$ cat config.mk
export PLATFORM = sky130hd
export DESIGN_NAME = rc4sc_perm_ram
export DESIGN_NICKNAME = d
export VERILOG_FILES = /design/src/sv/rc4sc_pkg.sv /design/src/sv/rc4sc_perm_ram.sv
export SDC_FILE = /design/constraint.sdc
export NUM_CORES = 2
export LEC_CHECK = 0
export BUFFER_PORTS_ARGS = -buffer_cell sky130_fd_sc_hd__buf_2
export CAP_MARGIN = 20
export CORE_ASPECT_RATIO = 1.25
export CORE_MARGIN = 10
export CORE_UTILIZATION = 55
export CTS_CLUSTER_DIAMETER = 150
export DETAILED_ROUTE_END_ITERATION = 10
export PLACE_DENSITY = 0.71
export SLEW_MARGIN = 30
export SYNTH_ARGS = -nofsm -noshare
export SYNTH_HDL_FRONTEND = slang
export SYNTH_SLANG_ARGS = --single-unit
$ cat constraint.sdc
create_clock -name clk -period 3.2 [get_ports clk]
set_clock_uncertainty 0.2 [all_clocks]
set_input_delay 0.16 -clock clk [delete_from_list [all_inputs] [get_ports clk]]
set_output_delay 0.16 -clock clk [all_outputs]
set_load 0.03 [all_outputs]
$ cat src/sv/rc4sc_pkg.sv
// Shared types and constants for the RC4 stream cipher core.
`default_nettype none

package rc4sc_pkg;

	localparam int unsigned PERM_DEPTH = 256;
	localparam int unsigned BYTE_W     = 8;

	// Write request into the permutation memory
	typedef struct packed {
		logic              en;
		logic [BYTE_W-1:0] addr;
		logic [BYTE_W-1:0] data;
	} perm_wr_t;

	// Sequencer states, one-hot
	typedef enum logic [8:0] {
		ST_IDLE   = 9'b000000001,
		ST_K_RD_I = 9'b000000010,
		ST_K_RD_J = 9'b000000100,
		ST_K_WR_I = 9'b000001000,
		ST_K_WR_J = 9'b000010000,
		ST_D_RD_Y = 9'b000100000,
		ST_D_WR_X = 9'b001000000,
		ST_D_WR_Y = 9'b010000000,
		ST_EMIT   = 9'b100000000
	} state_t;

endpackage

`default_nettype wire

$ cat src/sv/rc4sc_perm_ram.sv
// Permutation memory: 256 x 8, one write and one registered read per cycle;
// entries without a valid bit read as their own address (identity).
`default_nettype none

module rc4sc_perm_ram (
	input  wire logic               clk,
	input  wire logic               arst_n,
	input  wire logic               clr,
	input  wire rc4sc_pkg::perm_wr_t wr,
	input  wire logic [7:0]         raddr,
	output logic [7:0]              rdata
);
	import rc4sc_pkg::*;

	logic [BYTE_W-1:0]     mem [PERM_DEPTH];
	logic [PERM_DEPTH-1:0] vld_q;
	logic [BYTE_W-1:0]     rd_mem_q;
	logic [BYTE_W-1:0]     rd_addr_q;
	logic                  rd_vld_q;

	// Valid bits: cleared at reset and at the start of a key schedule
	always_ff @(posedge clk or negedge arst_n) begin
		if (!arst_n) begin
			vld_q <= '0;
		end else if (clr) begin
			vld_q <= '0;
		end else if (wr.en) begin
			vld_q[wr.addr] <= 1'b1;
		end
	end

	// Storage and registered read port
	always_ff @(posedge clk) begin
		if (wr.en) begin
			mem[wr.addr] <= wr.data;
		end
		rd_mem_q  <= mem[raddr];
		rd_vld_q  <= vld_q[raddr];
		rd_addr_q <= raddr;
	end

	assign rdata = rd_vld_q ? rd_mem_q : rd_addr_q;

endmodule

`default_nettype wire

==> results.md <==
- The area of combinational cells with multiple inputs is 21290 sq um.
- Global routing finished with a remaining overflow of 0.
- The final clock period utilization by the worst path is 1.002.
- The worst setup path is captured at a flop.
- The total track usage is 0.2746.
- The library cell used most frequently in the layout, excluding fill and tap cells, is sky130_fd_sc_hd__edfxtp_1.
- The deepest clock path buffer count is 3.
- The critical path contains buffers and inverters numbering 6 combined.
- The number of warning messages in the yosys log is 0.
- The number of nets handed over by synthesis was 4951.
- The largest single stage delay on the critical path is 0.67 ns.
- At the pin with the least slew margin, the transition time is 0.9706 ns.
- Setup violations remaining at the end of the flow were counted as 1.
- Walking the worst path, the cells encountered are buf_8, buf_12, dlygate4sd3_1, buf_12, buf_4, mux4_2, nand2_1, and3_1, a311oi_2, a221oi_1, buf_4, a211oi_1.
- The number of antenna violations at the first check in global routing came to 14.
- The number of enable flip-flop cells after synthesis is 2048.
- In this run, CTS created clock tree buffers numbering 203.
- The netlist area before placement is 91310 sq um.
- The cell sitting at the root of the clock tree is a sky130_fd_sc_hd__clkbuf_16.
- Entering global routing, the biggest net connects 125 pins.
- Across the run, the number of max-cap violations was 0.
- The cell count after placement is 7473.
- On the critical path, the stage with the largest delay is an instance of sky130_fd_sc_hd__a221oi_1.
- For the worst-skew pair, the clock arrives at the later sink with an insertion delay of 0.86 ns.
- The proportion of synthesized chip area in sequential cells is 0.7474.
- For this run, design rule violations remaining after detail routing come to 0.
- Headroom to the max-slew limit came out at 0.3447.
- STA puts the critical path data required time at 3.70 ns.
- In the synthesized netlist the async set-or-reset flop fraction comes to 0.1103.
- The worst-case register-to-register setup slack is 0.11 ns.
- Of the cells placed in the final design, the portion with a size suffix greater than 1 is 0.2633.
- The die outline height is 475.5 um.
- The routed design has 250400 um of wire.
- The die span in x is 384.4 um.
- The fmax is 312.0 MHz.
- The number of instances in the synthesized netlist is 4923.
- The length of the first detailed-routing pass in iterations is 8.
- The post-CTS clock slew at the launch and capture registers of the worst setup and hold paths is 0.06 ns.
- The total count of hold-check failures in the final report is 0.
- The final reports fail on setup timing.
- The I/O pin count is 36.
- The post-layout total power is 61.82 mW.
- The run finished, with violations left.
- The total die area is 182800 sq um.
- The congestion estimate from routability-driven global placement came to 0.9052.
- The HPWL after detailed placement is 161300 um.
- The vias after detailed routing is 51268.
- The path category of the worst min-delay check is in -> reg.
- The data arrival time of the worst path is 3.70 ns.
- The average wire per standard cell is 31.69 um.
- The startpoint type of the worst setup path is an input pin.
- The starting density of the core is 0.5524.
- The library cells used most frequently in the layout, excluding fill and tap cells, are sky130_fd_sc_hd__edfxtp_1, sky130_fd_sc_hd__nor2_1, sky130_fd_sc_hd__buf_4, sky130_fd_sc_hd__mux4_2, sky130_fd_sc_hd__mux2i_1.
- Summed over all cells, the static leakage comes to 36.25 nW.
- The cell family contributing the most delay on the critical path is buffers and inverters.
- The number of buffer cells added on primary ports is 35.
- The worst setup path is of the in -> reg kind.
- The global-route wire length before repair is 363400 um.
- The H-tree was split into 4 levels.
- The CTS tree is built.
- In this run, distinct cell masters in the synthesized netlist total 69.
- After layout, the minimum clock period comes to 3.205 ns.
- At the end of the flow, the number of nets in the layout was 5545.
- The total of fill cells in the finished design is 10984.
- The peak supply drop is 0.5908 mV.
- The placeable core region is 165300 sq um.
- Excluding fillers, the count of instances in the completed layout stands at 7901.
- Using the TritonRoute via totals, the vias-per-cell ratio works out to 6.489.
- Among all flip-flop cells after synthesis, the most frequent one is sky130_fd_sc_hd__edfxtp_1.
- In this run the core area contains 167 standard-cell rows.
- The count of nets left with antenna violations once routing finished came out at 0.
- The minimum setup slack in the final design is -0.004890 ns.
- Post-CTS timing repair inserted 0 buffers for setup.
- The count of pins over their slew limit is 0.
- The detailed router finished its first iteration with 7205 violations.
- Power spread over the standard cell area amounts to 586.3 nW/um^2.
- The post-synthesis area per instance is 18.55 sq um.
- The number of global-route vias before repair is 51491.
- In this run the worst path has a maximum fanout of 22.
- The clock sink total is 2321.
- In this run, synthesis produced a sequential element count of 2321.
- Registers take 68250 sq um.
- The area growth from synthesis to layout is 15.48%.
## per-stage QoR
stage / worst slack [ns] / util / hold WS [ns] / setup TNS (ns) / instance area [sq um]
3_3_place_gp: -0.3007 / 0.5943 / 0.01031 / -1.468 / 98230
4_1_cts: 0.02926 / 0.6376 / 0.01461 / 0 / 105400
6_report: -0.004890 / 0.6380 / 0.07379 / -0.004890 / 105400
2_1_floorplan: 0.7452 / - / -0.3356 / 0 / 91310
5_1_grt: -0.01310 / 0.6379 / 0.06425 / -0.01310 / 105400
3_5_place_dp: -0.3232 / 0.5943 / 0.01305 / -1.354 / 98230
## power by group
part / internal (mW) / switching (mW) / leakage, nW
combinational: 1.33 / 2.33 / 10.8
sequential: 33.0 / 0.0517 / 22.1
clock: 14.2 / 10.9 / 3.32
total: 48.6 / 13.2 / 36.3
## registers in the layout, summed over array words and instances, names as in the netlist
signal and cells:
rd_addr_q 8, mem 2048, rd_mem_q 8, vld_q 256, rd_vld_q 1
## logic make-up after synthesis
kind of cell           synth area share
AO/OA/AOI/OAI                   0.03259
buffers and inverters           0.01987
flip-flops                       0.7474
multiplexers                     0.1500
AND/OR/NAND/NOR                 0.05015
## cell type report
| type | count | area share |
|---|---|---|
| diodes | 7 | 0.0001661 |
| clock buffers | 281 | 0.05398 |
| clock inverters | 104 | 0.01041 |
| inverters | 5 | 0.0002136 |
| multi-input cells | 2301 | 0.2019 |
| flip-flops and latches | 2321 | 0.6472 |
| well taps | 2197 | 0.02607 |
| repair buffers | 685 | 0.06002 |
## cell usage after synthesis (6+ instances only)
master	count	area [sq um]
sky130_fd_sc_hd__buf_2	58	290.3
sky130_fd_sc_hd__and3_1	15	93.84
sky130_fd_sc_hd__a221oi_1	17	148.9
sky130_fd_sc_hd__o221ai_1	80	700.7
sky130_fd_sc_hd__nand2b_1	8	50.05
sky130_fd_sc_hd__nor2b_1	17	106.4
sky130_fd_sc_hd__a21o_1	6	45.04
sky130_fd_sc_hd__buf_6	54	608.1
sky130_fd_sc_hd__o21ai_0	42	210.2
sky130_fd_sc_hd__nor2_1	755	2834
sky130_fd_sc_hd__clkbuf_1	142	533.0
sky130_fd_sc_hd__o21ba_2	30	300.3
sky130_fd_sc_hd__edfxtp_1	2048	61500
sky130_fd_sc_hd__a211oi_1	8	60.06
sky130_fd_sc_hd__and2_1	6	37.54
sky130_fd_sc_hd__dfxtp_1	17	340.3
sky130_fd_sc_hd__nor4_1	7	43.79
sky130_fd_sc_hd__nor3_1	23	115.1
sky130_fd_sc_hd__buf_1	11	41.29
sky130_fd_sc_hd__buf_4	21	157.7
sky130_fd_sc_hd__buf_8	7	105.1
sky130_fd_sc_hd__or3_1	7	43.79
sky130_fd_sc_hd__mux2i_1	276	2763
sky130_fd_sc_hd__a31oi_1	20	125.1
sky130_fd_sc_hd__nand4_1	20	125.1
sky130_fd_sc_hd__dfrtp_1	256	6406
sky130_fd_sc_hd__o22ai_1	70	437.9
sky130_fd_sc_hd__a21oi_1	64	320.3
sky130_fd_sc_hd__a311oi_1	8	70.07
sky130_fd_sc_hd__nand3_1	68	340.3
sky130_fd_sc_hd__nand2_1	174	653.1
sky130_fd_sc_hd__mux2_2	28	315.3
sky130_fd_sc_hd__a22oi_1	12	90.09
sky130_fd_sc_hd__mux4_2	469	10560
## worst paths after layout
| path | from | to | cells past startpoint |
|---|---|---|---|
| max | raddr[0] | rd_mem_q[3]$_DFF_P_ | 12 |
| min | raddr[2] | rd_addr_q[2]$_DFF_P_ | 2 |
| max reg2reg | mem[148][4]$_DFFE_PP_ | rd_mem_q[4]$_DFF_P_ | 8 |
| min reg2reg | vld_q[69]$_DFFE_PN0P_ | vld_q[69]$_DFFE_PN0P_ | 2 |
| max in group asynchronous | arst_n | vld_q[22]$_DFFE_PN0P_ | 4 |
| min in group asynchronous | arst_n | vld_q[148]$_DFFE_PN0P_ | 4 |
## metal layers
layer | global-route usage | up-vias | part of all wire | wire length (um)
met5 | 0 | - | 0.00024 | 61
li1 | - | 20771 | - | -
met1 | 0.3562 | 26744 | 0.35 | 88550
met4 | 0.1399 | 10 | 0.058 | 14600
met2 | 0.4496 | 3077 | 0.49 | 123400
met3 | 0.04704 | 666 | 0.095 | 23770
## timing repair
action	CTS	global route
hold endpoints to repair	2068	0
gates resized for setup	0	2
hold buffers	35	0
endpoints found under the setup margin	0	2
Power figures use the tool's default switching activity.
